===== src/rtl/core/lr4_two_band_crossover_top_assert.svh =====
// Assertion macros shared by the crossover RTL.
// Each macro expects clk and rst_n to be visible where it is used.
`ifndef LR4_TWO_BAND_CROSSOVER_TOP_ASSERT_SVH
`define LR4_TWO_BAND_CROSSOVER_TOP_ASSERT_SVH

// Same-cycle implication, disabled while reset is asserted.
`define LR4X_ASSERT_IMP(label, ante, cons, msg) \
  label: assert property (@(posedge clk) disable iff (!rst_n) (ante) |-> (cons)) \
    else $error(msg);

// Next-cycle implication, disabled while reset is asserted.
`define LR4X_ASSERT_NXT(label, ante, cons, msg) \
  label: assert property (@(posedge clk) disable iff (!rst_n) (ante) |=> (cons)) \
    else $error(msg);

`endif


===== src/rtl/core/lr4x_pkg.sv =====
// Package for the two-band LR4 crossover: default widths, register indexes,
// history slot codes and the control structs between the core modules.
// No dependencies.
package lr4x_pkg;

  localparam int SAMPLE_WIDTH_DEF = 24;
  localparam int COEFF_WIDTH_DEF  = 32;
  localparam int GUARD_BITS       = 8;

  // History store: four sections, four words each.
  localparam int HIST_DEPTH = 16;
  localparam int HIST_AW    = 4;

  // Register indexes on the configuration port.
  localparam logic [1:0] REG_LP_MID = 2'd0;
  localparam logic [1:0] REG_HP_MID = 2'd1;
  localparam logic [1:0] REG_FB_A1  = 2'd2;
  localparam logic [1:0] REG_FB_A2  = 2'd3;

  // Word slots inside one section's history group.
  localparam logic [1:0] SLOT_X1 = 2'd0;
  localparam logic [1:0] SLOT_X2 = 2'd1;
  localparam logic [1:0] SLOT_Y1 = 2'd2;
  localparam logic [1:0] SLOT_Y2 = 2'd3;

  typedef struct packed {
    logic clear;   // zero the accumulator
    logic mul_en;  // capture a new product
    logic dbl;     // weight the product by two (Q2.30 full tap)
    logic neg;     // subtract instead of add
    logic round;   // round and saturate the accumulator into y
  } lr4x_mac_ctrl_t;

  typedef struct packed {
    logic               rd_en;
    logic [HIST_AW-1:0] rd_addr;
    logic               wr_en;
    logic [HIST_AW-1:0] wr_addr;
  } lr4x_mem_ctrl_t;

endpackage


===== src/rtl/core/lr4x_hist_mem.sv =====
// Filter history store: 16-word synchronous RAM, one read and one write port.
// Per-entry valid bits make never-written words read as zero after reset.
module lr4x_hist_mem
  import lr4x_pkg::*;
#(
  parameter int WIDTH = SAMPLE_WIDTH_DEF + GUARD_BITS
) (
  input  logic                 clk,
  input  logic                 rst_n,
  input  lr4x_mem_ctrl_t       ctrl,
  input  logic [WIDTH-1:0]     wr_data,
  output logic [WIDTH-1:0]     rd_data
);

  logic [WIDTH-1:0]      mem [HIST_DEPTH];
  logic [HIST_DEPTH-1:0] valid_r;
  logic [WIDTH-1:0]      rd_data_r;

  always_ff @(posedge clk) begin
    if (ctrl.wr_en) begin
      mem[ctrl.wr_addr] <= wr_data;
    end
  end

  always_ff @(posedge clk) begin
    if (!rst_n) begin
      valid_r <= '0;
    end else if (ctrl.wr_en) begin
      valid_r[ctrl.wr_addr] <= 1'b1;
    end
  end

  always_ff @(posedge clk) begin
    if (ctrl.rd_en) begin
      rd_data_r <= valid_r[ctrl.rd_addr] ? mem[ctrl.rd_addr] : '0;
    end
  end

  assign rd_data = rd_data_r;

endmodule


===== src/rtl/core/lr4x_mac.sv =====
// Shared multiply-accumulate unit for all four biquad sections.
// One registered multiplier, exact accumulator, round-half-up and saturation.
module lr4x_mac
  import lr4x_pkg::*;
#(
  parameter int SAMPLE_WIDTH = SAMPLE_WIDTH_DEF,
  parameter int COEFF_WIDTH  = COEFF_WIDTH_DEF
) (
  input  logic                                   clk,
  input  logic                                   rst_n,
  input  lr4x_mac_ctrl_t                         ctrl,
  input  logic signed [COEFF_WIDTH-1:0]          mul_coef,
  input  logic signed [SAMPLE_WIDTH+GUARD_BITS-1:0] mul_data,
  output logic signed [SAMPLE_WIDTH+GUARD_BITS-1:0] y
);

  localparam int HW    = SAMPLE_WIDTH + GUARD_BITS;
  localparam int PW    = COEFF_WIDTH + HW;
  localparam int ACC_W = PW + 4;
  localparam int SH    = COEFF_WIDTH - 1;

  localparam logic signed [ACC_W-1:0] RND  = {{(ACC_W-1){1'b0}}, 1'b1} << (COEFF_WIDTH - 2);
  localparam logic signed [HW-1:0]    YMAX = {1'b0, {(HW-1){1'b1}}};
  localparam logic signed [HW-1:0]    YMIN = {1'b1, {(HW-1){1'b0}}};

  logic signed [PW-1:0]    prod_r;
  logic                    acc_en_r;
  logic                    dbl_r;
  logic                    neg_r;
  logic signed [ACC_W-1:0] acc_r;
  logic signed [HW-1:0]    y_r;

  logic signed [ACC_W-1:0] term_ext;
  logic signed [ACC_W-1:0] term_sc;
  logic signed [ACC_W-1:0] addend;
  logic signed [ACC_W-1:0] acc_rnd;
  logic signed [ACC_W-1:0] acc_shr;
  logic signed [HW+4:0]    y_wide;
  logic [5:0]              y_upper;
  logic                    y_ovf;
  logic signed [HW-1:0]    y_sat;

  always_ff @(posedge clk) begin
    if (!rst_n) begin
      acc_en_r <= 1'b0;
    end else begin
      acc_en_r <= ctrl.mul_en;
    end
  end

  always_ff @(posedge clk) begin
    if (ctrl.mul_en) begin
      prod_r <= PW'(mul_coef) * PW'(mul_data);
      dbl_r  <= ctrl.dbl;
      neg_r  <= ctrl.neg;
    end
  end

  assign term_ext = {{4{prod_r[PW-1]}}, prod_r};
  assign term_sc  = dbl_r ? (term_ext <<< 1) : term_ext;
  assign addend   = neg_r ? -term_sc : term_sc;

  always_ff @(posedge clk) begin
    if (ctrl.clear) begin
      acc_r <= '0;
    end else if (acc_en_r) begin
      acc_r <= acc_r + addend;
    end
  end

  // Accumulator is in units of 2^-(COEFF_WIDTH-1); round half up to the history LSB.
  assign acc_rnd = acc_r + RND;
  assign acc_shr = acc_rnd >>> SH;
  assign y_wide  = acc_shr[HW+4:0];
  assign y_upper = y_wide[HW+4:HW-1];
  assign y_ovf   = (|y_upper) && !(&y_upper);
  assign y_sat   = y_ovf ? (y_wide[HW+4] ? YMIN : YMAX) : y_wide[HW-1:0];

  always_ff @(posedge clk) begin
    if (ctrl.round) begin
      y_r <= y_sat;
    end
  end

  assign y = y_r;

endmodule


===== src/rtl/core/lr4x_seq.sv =====
// Section sequencer: walks the four biquads, reads and writes back history,
// steers the shared MAC and saturates the band outputs. Uses lr4x_pkg.
`include "lr4_two_band_crossover_top_assert.svh"
module lr4x_seq
  import lr4x_pkg::*;
#(
  parameter int SAMPLE_WIDTH = SAMPLE_WIDTH_DEF,
  parameter int COEFF_WIDTH  = COEFF_WIDTH_DEF
) (
  input  logic                                      clk,
  input  logic                                      rst_n,
  input  logic                                      start,
  input  logic signed [SAMPLE_WIDTH-1:0]            sample,
  output logic                                      idle,
  input  logic signed [COEFF_WIDTH-1:0]             lp_mid,
  input  logic signed [COEFF_WIDTH-1:0]             hp_mid,
  input  logic signed [COEFF_WIDTH-1:0]             fb_a1,
  input  logic signed [COEFF_WIDTH-1:0]             fb_a2,
  output lr4x_mem_ctrl_t                            mem_ctrl,
  output logic [SAMPLE_WIDTH+GUARD_BITS-1:0]        mem_wr_data,
  input  logic [SAMPLE_WIDTH+GUARD_BITS-1:0]        mem_rd_data,
  output lr4x_mac_ctrl_t                            mac_ctrl,
  output logic signed [COEFF_WIDTH-1:0]             mul_coef,
  output logic signed [SAMPLE_WIDTH+GUARD_BITS-1:0] mul_data,
  input  logic signed [SAMPLE_WIDTH+GUARD_BITS-1:0] mac_y,
  output logic                                      res_valid,
  input  logic                                      res_ready,
  output logic [SAMPLE_WIDTH-1:0]                   res_low,
  output logic [SAMPLE_WIDTH-1:0]                   res_high
);

  localparam int HW     = SAMPLE_WIDTH + GUARD_BITS;
  localparam int STEP_W = 4;

  // Steps within one section.
  localparam logic [STEP_W-1:0] STEP_X     = 4'd0;  // x * mid, read x1
  localparam logic [STEP_W-1:0] STEP_X1    = 4'd1;  // x1 * mid, read x2
  localparam logic [STEP_W-1:0] STEP_X2    = 4'd2;  // x2 * mid, read y1
  localparam logic [STEP_W-1:0] STEP_Y1    = 4'd3;  // y1 * a1, read y2
  localparam logic [STEP_W-1:0] STEP_Y2    = 4'd4;  // y2 * a2
  localparam logic [STEP_W-1:0] STEP_ROUND = 4'd6;  // round, write x2
  localparam logic [STEP_W-1:0] STEP_WX1   = 4'd7;  // write x1
  localparam logic [STEP_W-1:0] STEP_WY2   = 4'd8;  // write y2
  localparam logic [STEP_W-1:0] STEP_LAST  = 4'd9;  // write y1, hand on

  localparam logic [1:0] SEC_LP1 = 2'd0;
  localparam logic [1:0] SEC_LP2 = 2'd1;
  localparam logic [1:0] SEC_HP1 = 2'd2;
  localparam logic [1:0] SEC_HP2 = 2'd3;

  localparam logic [SAMPLE_WIDTH-1:0] OMAX = {1'b0, {(SAMPLE_WIDTH-1){1'b1}}};
  localparam logic [SAMPLE_WIDTH-1:0] OMIN = {1'b1, {(SAMPLE_WIDTH-1){1'b0}}};

  typedef enum logic [1:0] {
    S_IDLE,
    S_RUN,
    S_DONE
  } state_t;

  state_t                  state_r;
  logic [1:0]              sec_r;
  logic [STEP_W-1:0]       step_r;
  logic [HW-1:0]           sample_r;
  logic [HW-1:0]           sec_x_r;
  logic [HW-1:0]           h0_r;
  logic [HW-1:0]           h2_r;
  logic [SAMPLE_WIDTH-1:0] low_r;
  logic [SAMPLE_WIDTH-1:0] high_r;

  logic                    hp;
  logic                    run;
  logic [GUARD_BITS:0]     y_upper;
  logic                    y_ovf;
  logic [SAMPLE_WIDTH-1:0] y_band;
  logic [HW-1:0]           sample_ext;

  assign hp         = sec_r[1];
  assign run        = (state_r == S_RUN);
  assign sample_ext = {{GUARD_BITS{sample[SAMPLE_WIDTH-1]}}, sample};

  // Band output saturation of the second-section result.
  assign y_upper = mac_y[HW-1:SAMPLE_WIDTH-1];
  assign y_ovf   = (|y_upper) && !(&y_upper);
  assign y_band  = y_ovf ? (mac_y[HW-1] ? OMIN : OMAX) : mac_y[SAMPLE_WIDTH-1:0];

  always_comb begin
    mem_ctrl         = '0;
    mem_wr_data      = '0;
    mac_ctrl         = '0;
    mul_coef         = hp ? hp_mid : lp_mid;
    mul_data         = mem_rd_data;
    mem_ctrl.rd_addr = {sec_r, step_r[1:0]};
    mem_ctrl.wr_addr = {sec_r, SLOT_X2};
    if (run) begin
      case (step_r)
        STEP_X: begin
          mem_ctrl.rd_en  = 1'b1;
          mac_ctrl.clear  = 1'b1;
          mac_ctrl.mul_en = 1'b1;
          mac_ctrl.neg    = hp;
          mul_data        = sec_x_r;
        end
        STEP_X1: begin
          mem_ctrl.rd_en  = 1'b1;
          mac_ctrl.mul_en = 1'b1;
          mac_ctrl.dbl    = 1'b1;
        end
        STEP_X2: begin
          mem_ctrl.rd_en  = 1'b1;
          mac_ctrl.mul_en = 1'b1;
          mac_ctrl.neg    = hp;
        end
        STEP_Y1: begin
          mem_ctrl.rd_en  = 1'b1;
          mac_ctrl.mul_en = 1'b1;
          mac_ctrl.dbl    = 1'b1;
          mac_ctrl.neg    = 1'b1;
          mul_coef        = fb_a1;
        end
        STEP_Y2: begin
          mac_ctrl.mul_en = 1'b1;
          mac_ctrl.dbl    = 1'b1;
          mac_ctrl.neg    = 1'b1;
          mul_coef        = fb_a2;
        end
        STEP_ROUND: begin
          mac_ctrl.round   = 1'b1;
          mem_ctrl.wr_en   = 1'b1;
          mem_ctrl.wr_addr = {sec_r, SLOT_X2};
          mem_wr_data      = h0_r;
        end
        STEP_WX1: begin
          mem_ctrl.wr_en   = 1'b1;
          mem_ctrl.wr_addr = {sec_r, SLOT_X1};
          mem_wr_data      = sec_x_r;
        end
        STEP_WY2: begin
          mem_ctrl.wr_en   = 1'b1;
          mem_ctrl.wr_addr = {sec_r, SLOT_Y2};
          mem_wr_data      = h2_r;
        end
        STEP_LAST: begin
          mem_ctrl.wr_en   = 1'b1;
          mem_ctrl.wr_addr = {sec_r, SLOT_Y1};
          mem_wr_data      = mac_y;
        end
        default: begin
        end
      endcase
    end
  end

  always_ff @(posedge clk) begin
    if (!rst_n) begin
      state_r <= S_IDLE;
      sec_r   <= '0;
      step_r  <= '0;
    end else begin
      case (state_r)
        S_IDLE: begin
          if (start) begin
            state_r  <= S_RUN;
            sec_r    <= SEC_LP1;
            step_r   <= STEP_X;
            sample_r <= sample_ext;
            sec_x_r  <= sample_ext;
          end
        end
        S_RUN: begin
          // Capture x1 and y1 as they come off the memory for the shift-down writes.
          if (step_r == STEP_X1) begin
            h0_r <= mem_rd_data;
          end
          if (step_r == STEP_Y1) begin
            h2_r <= mem_rd_data;
          end
          if (step_r == STEP_LAST) begin
            step_r <= STEP_X;
            sec_r  <= sec_r + 2'd1;
            case (sec_r)
              SEC_LP1: sec_x_r <= mac_y;
              SEC_LP2: begin
                low_r   <= y_band;
                sec_x_r <= sample_r;
              end
              SEC_HP1: sec_x_r <= mac_y;
              SEC_HP2: begin
                high_r  <= y_band;
                state_r <= S_DONE;
              end
              default: begin
              end
            endcase
          end else begin
            step_r <= step_r + 4'd1;
          end
        end
        S_DONE: begin
          if (res_ready) begin
            state_r <= S_IDLE;
          end
        end
        default: state_r <= S_IDLE;
      endcase
    end
  end

  assign idle      = (state_r == S_IDLE);
  assign res_valid = (state_r == S_DONE);
  assign res_low   = low_r;
  assign res_high  = high_r;

  `LR4X_ASSERT_IMP(a_no_rw_same_cycle, mem_ctrl.rd_en, !mem_ctrl.wr_en, "history read and write overlap")
  `LR4X_ASSERT_NXT(a_start_sec0, start && idle, run && (sec_r == SEC_LP1) && (step_r == STEP_X), "item did not start at first section")
  `LR4X_ASSERT_IMP(a_step_range, run, step_r <= STEP_LAST, "section step out of range")
  `LR4X_ASSERT_IMP(a_wr_only_run, !run, !mem_ctrl.wr_en && !mac_ctrl.mul_en, "history or MAC active outside a run")

endmodule


===== src/rtl/core/lr4_two_band_crossover_top.sv =====
// Top level of the two-band 4th-order Linkwitz-Riley crossover.
// Holds the APB coefficient registers and the output register; uses lr4x_pkg,
// lr4x_hist_mem, lr4x_mac and lr4x_seq.
//
//  Channel | Direction | Handshake               | Payload
//  --------+-----------+-------------------------+-----------------------------------
//  in_     | slave     | in_tvalid / in_tready   | in_tdata: sample_in
//  out_    | master    | out_tvalid / out_tready | out_tdata: low_out, high_out
//  cfg_    | APB slave | psel/penable, pready=1  | four 32-bit coefficient registers
//
// After the input transfer the sequencer runs four sections of ten steps on the one
// shared multiplier and the history RAM, then hands the result to the output register,
// which raises out_tvalid; a new sample is taken once the sequencer is back in idle. The output register
// lets the next sample start while the previous result still waits on out_tready.
// Reset is synchronous, active low; history reads as zero until first written,
// so no clearing pass is needed. Write the coefficients only while the block is idle.
module lr4_two_band_crossover_top
  import lr4x_pkg::*;
#(
  parameter int SAMPLE_WIDTH = SAMPLE_WIDTH_DEF,
  parameter int COEFF_WIDTH  = COEFF_WIDTH_DEF,
  localparam int IN_DW  = ((SAMPLE_WIDTH + 7) / 8) * 8,
  localparam int OUT_DW = ((2 * SAMPLE_WIDTH + 7) / 8) * 8,
  localparam int CFG_DW = (COEFF_WIDTH > 32) ? 64 : 32,
  localparam int CFG_AW = (COEFF_WIDTH > 32) ? 5 : 4
) (
  input  logic              clk,
  input  logic              rst_n,
  // Input stream
  input  logic              in_tvalid,
  output logic              in_tready,
  input  logic [IN_DW-1:0]  in_tdata,    // [SAMPLE_WIDTH-1:0] sample_in
  // Result stream
  output logic              out_tvalid,
  input  logic              out_tready,
  output logic [OUT_DW-1:0] out_tdata,   // low_out, then high_out above it
  // Configuration
  input  logic              cfg_psel,
  input  logic              cfg_penable,
  input  logic              cfg_pwrite,
  input  logic [CFG_AW-1:0] cfg_paddr,
  input  logic [CFG_DW-1:0] cfg_pwdata,
  output logic [CFG_DW-1:0] cfg_prdata,
  output logic              cfg_pready
);

  localparam int HW = SAMPLE_WIDTH + GUARD_BITS;

  logic signed [COEFF_WIDTH-1:0] lp_mid_r;
  logic signed [COEFF_WIDTH-1:0] hp_mid_r;
  logic signed [COEFF_WIDTH-1:0] fb_a1_r;
  logic signed [COEFF_WIDTH-1:0] fb_a2_r;

  logic [1:0]                    cfg_idx;
  logic                          cfg_wr;
  logic signed [COEFF_WIDTH-1:0] cfg_rd_coef;

  logic                          out_tvalid_r;
  logic [OUT_DW-1:0]             out_tdata_r;

  logic                          seq_idle;
  logic                          start;
  lr4x_mem_ctrl_t                mem_ctrl;
  logic [HW-1:0]                 mem_wr_data;
  logic [HW-1:0]                 mem_rd_data;
  lr4x_mac_ctrl_t                mac_ctrl;
  logic signed [COEFF_WIDTH-1:0] mul_coef;
  logic signed [HW-1:0]          mul_data;
  logic signed [HW-1:0]          mac_y;
  logic                          res_valid;
  logic                          res_ready;
  logic [SAMPLE_WIDTH-1:0]       res_low;
  logic [SAMPLE_WIDTH-1:0]       res_high;

  // ---------------------------------------------------------------------------
  // APB coefficient registers: register i at 4*i (8*i for wide coefficients).
  // ---------------------------------------------------------------------------
  assign cfg_pready = 1'b1;
  assign cfg_idx    = cfg_paddr[CFG_AW-1:CFG_AW-2];
  assign cfg_wr     = cfg_psel && cfg_penable && cfg_pwrite;

  always_ff @(posedge clk) begin
    if (!rst_n) begin
      lp_mid_r <= '0;
      hp_mid_r <= '0;
      fb_a1_r  <= '0;
      fb_a2_r  <= '0;
    end else if (cfg_wr) begin
      case (cfg_idx)
        REG_LP_MID: lp_mid_r <= cfg_pwdata[COEFF_WIDTH-1:0];
        REG_HP_MID: hp_mid_r <= cfg_pwdata[COEFF_WIDTH-1:0];
        REG_FB_A1:  fb_a1_r  <= cfg_pwdata[COEFF_WIDTH-1:0];
        REG_FB_A2:  fb_a2_r  <= cfg_pwdata[COEFF_WIDTH-1:0];
        default: begin
        end
      endcase
    end
  end

  always_comb begin
    case (cfg_idx)
      REG_LP_MID: cfg_rd_coef = lp_mid_r;
      REG_HP_MID: cfg_rd_coef = hp_mid_r;
      REG_FB_A1:  cfg_rd_coef = fb_a1_r;
      REG_FB_A2:  cfg_rd_coef = fb_a2_r;
      default:    cfg_rd_coef = '0;
    endcase
  end

  // Read back sign-extended to the bus width.
  assign cfg_prdata = CFG_DW'(cfg_rd_coef);

  // ---------------------------------------------------------------------------
  // Input side: take a sample only while the sequencer is idle.
  // ---------------------------------------------------------------------------
  assign in_tready = seq_idle;
  assign start     = in_tvalid && in_tready;

  // ---------------------------------------------------------------------------
  // Core: sequencer, shared MAC, history RAM.
  // ---------------------------------------------------------------------------
  lr4x_seq #(
    .SAMPLE_WIDTH (SAMPLE_WIDTH),
    .COEFF_WIDTH  (COEFF_WIDTH)
  ) u_seq (
    .clk         (clk),
    .rst_n       (rst_n),
    .start       (start),
    .sample      (in_tdata[SAMPLE_WIDTH-1:0]),
    .idle        (seq_idle),
    .lp_mid      (lp_mid_r),
    .hp_mid      (hp_mid_r),
    .fb_a1       (fb_a1_r),
    .fb_a2       (fb_a2_r),
    .mem_ctrl    (mem_ctrl),
    .mem_wr_data (mem_wr_data),
    .mem_rd_data (mem_rd_data),
    .mac_ctrl    (mac_ctrl),
    .mul_coef    (mul_coef),
    .mul_data    (mul_data),
    .mac_y       (mac_y),
    .res_valid   (res_valid),
    .res_ready   (res_ready),
    .res_low     (res_low),
    .res_high    (res_high)
  );

  lr4x_mac #(
    .SAMPLE_WIDTH (SAMPLE_WIDTH),
    .COEFF_WIDTH  (COEFF_WIDTH)
  ) u_mac (
    .clk      (clk),
    .rst_n    (rst_n),
    .ctrl     (mac_ctrl),
    .mul_coef (mul_coef),
    .mul_data (mul_data),
    .y        (mac_y)
  );

  lr4x_hist_mem #(
    .WIDTH (HW)
  ) u_hist (
    .clk     (clk),
    .rst_n   (rst_n),
    .ctrl    (mem_ctrl),
    .wr_data (mem_wr_data),
    .rd_data (mem_rd_data)
  );

  // ---------------------------------------------------------------------------
  // Output register: load a finished result when empty or being drained,
  // drop valid once the transfer completes.
  // ---------------------------------------------------------------------------
  assign res_ready = !out_tvalid_r || out_tready;

  always_ff @(posedge clk) begin
    if (!rst_n) begin
      out_tvalid_r <= 1'b0;
    end else if (res_valid && res_ready) begin
      out_tvalid_r <= 1'b1;
    end else if (out_tready) begin
      out_tvalid_r <= 1'b0;
    end
  end

  always_ff @(posedge clk) begin
    if (res_valid && res_ready) begin
      out_tdata_r <= OUT_DW'({res_high, res_low});
    end
  end

  assign out_tvalid = out_tvalid_r;
  assign out_tdata  = out_tdata_r;

endmodule


===== config.mk =====
export PLATFORM = sky130hd
export DESIGN_NAME = lr4_two_band_crossover_top
export DESIGN_NICKNAME = d
export VERILOG_FILES = /design/src/rtl/core/lr4x_pkg.sv /design/src/rtl/core/lr4x_hist_mem.sv /design/src/rtl/core/lr4x_mac.sv /design/src/rtl/core/lr4x_seq.sv /design/src/rtl/core/lr4_two_band_crossover_top.sv
export VERILOG_INCLUDE_DIRS = /design/src /design/src/rtl/core
export SDC_FILE = /design/constraint.sdc
export NUM_CORES = 2
export LEC_CHECK = 0
export ABC_AREA = 1
export BUFFER_PORTS_ARGS = -buffer_cell sky130_fd_sc_hd__clkbuf_2
export CAP_MARGIN = 25
export CORE_MARGIN = 10
export CORE_UTILIZATION = 65
export CTS_CLUSTER_DIAMETER = 150
export DETAILED_ROUTE_END_ITERATION = 10
export MAX_ROUTING_LAYER = met4
export PLACE_DENSITY = 0.85
export SYNTH_ARGS = -nofsm -noshare
export SYNTH_HDL_FRONTEND = slang
export SYNTH_SLANG_ARGS = --single-unit
export TNS_END_PERCENT = 10

===== constraint.sdc =====
create_clock -name clk -period 11.15 [get_ports clk]
set_input_delay 1.6725 -clock clk [delete_from_list [all_inputs] [get_ports clk]]
set_output_delay 1.6725 -clock clk [all_outputs]
set_load 0.03 [all_outputs]

==> results.md <==
* Cts bufs inserted at roughly 110
* Placed Cells at between 10000 and 15000
* CP max FO at 31
* WL/cell at about 27 um
* TritonCTS clock tree: built
* Synth area leader: edfxtp_1
* Post-synth top flop: edfxtp_1
* Hold Fails Final Rpt at 0
* WL final at approximately 300000 um
* Die width at 385 um
* Clk_lat worst skew at ~0.8 ns
* Internal at between 8 and 9 mW
* Routed vias at 71000
* Drt via density at about 6.3
* DP HPWL at 218000 um
* Simple-Gate Fraction of Synth Area at 0.159
* Setup TNS at 0 ns
* Post-synthesis net count at roughly 11000
* Mean post-synth cell area at approximately 9.3 sq um
* Post-synthesis sequential area ratio at 0.349
* Post-synthesis mux area share at 0.000347
* Hold Path Class: flip-flop to flip-flop
* Number of flops mapped to enable cells by yosys at ~860
* Compound-Gate Fraction of Synth Area at 0.0941
* CTS H-tree depth at 3
* Setup CP Type: flip-flop to flip-flop
* Max-capacitance violation count at 0
* Slew Viols, Final at 0
* Initial antenna violation count at 20
* Crit-path max cell delay at between 0.9 and 1 ns
* Total congestion overflow at 0
* Top cells by count, synth: nand2_1, inv_1, nor2_1
* Warnings from Yosys at 0
* Area share of the largest cell type after synthesis at 0.298
* Row count at ~130
* Clock root buffer: clkbuf_16
* Critical Path Start: u_seq.step_r[0]
* Nets at 10700
* Crit path arrival time at ~11 ns
* Unrepaired setup endpoints after global routing: false
* Worst slew pin tran at 1.25 ns
* DP Worst Slack at ~1.0 ns
* Crit path capture type: flip-flop
* Final setup viols at 0
* Core ar. at between 100000 and 150000 sq um
* Largest family of logic cells by synthesized area: adder cells
* Relative slew slack at 0.160
* Distinct cell type count after synthesis at 66
* Initial Util at 0.656
* Count leader, synth: nand2_1
* Area Growth Syn to Fin at 7.41%
* DRT iter0 DRCs at roughly 10000
* PwrDens at approximately 170 nW/um^2
* Comb power frac at 0.440
* Post-CTS Setup Bufs at 0
* Largest net degree at the start of global routing at between 100 and 150
* CTS sink cnt at about 1100
* Power share of the sequential group at 0.315
* Clock transition at path regs at 0.07 ns
* Post_cts resized at 0
* Total track usage at 0.418
* DRC Markers at 0
* Fill count at a little under 10000
* DP Area at ~89000 sq um
* Min Clock Period, post-route at 10.34 ns
* Global-route wire length before repair at approximately 450000 um
* Mapped Area at between 80000 and 90000 sq um
* Final instance area at 92900 sq um
* Startpoint types: flip-flop
* Async set-reset flop share out of synthesis at 0
* XOR/XNOR share of the synthesized area at 0.0196
* Clock Tree Buf Depth at 3
* Leakage power at ~41 nW
* Buffers on Ports at 146
* Psw at between 6 and 7 mW
* CP most frequent cell: fa_1
* Vias in the first global route at 71500
* Hold-fix buffers at CTS at 0
* Fin crit share at 0.927
* Final hold slack at roughly 0.4 ns
* Peak Freq at between 90 and 100 MHz
* Switching Fraction at 0.430
* Slowest cell on the critical path: fa_1
* Hold Startpoint: u_seq.res_high[14]
* Final setup margin at slightly above 0.8 ns
* Adder-Cell Fraction of Synth Area at 0.288
* Critical Path RT at about 12 ns
* Status: completed
* Area contributors post-synth: edfxtp_1, fa_1, nand2_1
* Die Y at roughly 380 um
* Clk_skew at around 0.087 ns
* Ports at 150
* Worst reg2reg path startpoint: u_seq.step_r[0]
* Maximum vdd drop at between 0.15 and 0.2 mV
* Final GP Congestion at around 1.1
* Gate Count Post-Synth at around 9300
* Clock power share at 0.245
* Die area at 148000 sq um
* Non-filler cells, final at approximately 11000
* Layout cells sized above 1 at 0.0761
* Routed Antenna Nets at 0
* #FFs+latches synth at approximately 1100
* First-pass DRT Iterations at 7
## final timing paths
kind,to,slack [ns],depth (start not counted)
setup / recovery,u_mac.prod_r[56],0.81,31
hold reg to reg,out_tdata[38],0.39,0
setup reg to reg,u_mac.prod_r[56],0.81,31
hold / removal,out_tdata[38],0.39,0
## power by group through the flow
| stage | registers [mW] | clock network [mW] | logic, mW |
|---|---|---|---|
| after floorplan | 4.87 | 0 | 4.33 |
| after global routing | 4.93 | 3.96 | 7.43 |
| after global placement | 4.97 | 0 | 6.57 |
| final | 4.91 | 3.82 | 6.85 |
| after CTS | 4.90 | 3.80 | 6.67 |
| after detailed placement | 4.98 | 0 | 6.59 |
## per-layer routing
layer / track usage / share of wire / vias to the layer above
li1: - / - / 29700
met1: 0.532 / 0.35 / 34400
met2: 0.600 / 0.43 / 5786
met3: 0.146 / 0.15 / 1148
met4: 0.199 / 0.060 / 0
met5: - / 0 / -
## layout make-up
cell class	instances	area [sq um]	area share
timing repair buffer	306	2010	0.0217
clock inverter	71	831	0.00894
multi-input combinational	6244	48800	0.525
tap	1755	2200	0.0236
clock buffer	130	2840	0.0306
antenna	33	82.6	0.000889
inverter	1579	5940	0.0639
sequential	1080	30200	0.325
## placed cells by master, fill, tap and decap left out, types with 31 or more instances in the layout
cell          n
nand3_1     226
inv_2        61
nand4_1      70
xor2_1      148
xnor2_1      46
a21oi_1     315
diode_2      33
fa_1       1083
ha_1        257
clkbuf_16   107
nor2_1     1359
o21ai_0     434
edfxtp_1    858
nor3_1       48
a22oi_1     255
nand2_2      33
clkbuf_2    147
a221oi_1     37
nand2_1    1524
inv_1      1507
o21ai_2      36
a221o_1      31
dfxtp_1     219
buf_4       151
## sequential cells by signal, indices dropped and copies added, names as in the netlist, 24 cells and up
| signal | flops |
|---|---|
| u_hist.mem | 512 |
| u_mac.acc_r | 68 |
| u_mac.prod_r | 64 |
| out_tdata | 48 |
| fb_a1_r | 32 |
| fb_a2_r | 32 |
| hp_mid_r | 32 |
| lp_mid_r | 32 |
| u_hist.rd_data | 32 |
| u_mac.y | 32 |
| u_seq.h0_r | 32 |
| u_seq.h2_r | 32 |
| u_seq.sec_x_r | 32 |
| u_seq.res_high | 24 |
| u_seq.res_low | 24 |
| u_seq.sample_r | 24 |
## cells by family (layout without fill, tap and decap cells)
group | count (synthesis) | in the layout
multiplexers | 3 | 3
flip-flops | 1080 | 1080
buffers and inverters | 1972 | 2086
AO/OA/AOI/OAI | 1310 | 1310
adder cells (fa/ha/maj) | 1340 | 1340
other | 1 | 34
AND/OR/NAND/NOR | 3396 | 3396
XOR/XNOR | 194 | 194
## metrics by stage
step                      utilization  power [mW]
final                           0.705        15.6
after global routing            0.705        16.3
after CTS                       0.704        15.4
after detailed placement        0.676        11.6
after global placement          0.675        11.5
after floorplan                     -        9.20
## critical path, delay by kind of cell, from the launching register on
family | cells | cell delay [ns]
xor+xnor | 1 | 0.14
simple gates | 9 | 2.27
flops | 1 | 0.48
buf+inv | 10 | 1.72
compound gates | 2 | 0.49
fa+ha+maj | 9 | 4.82
Power figures use the tool's default switching activity.
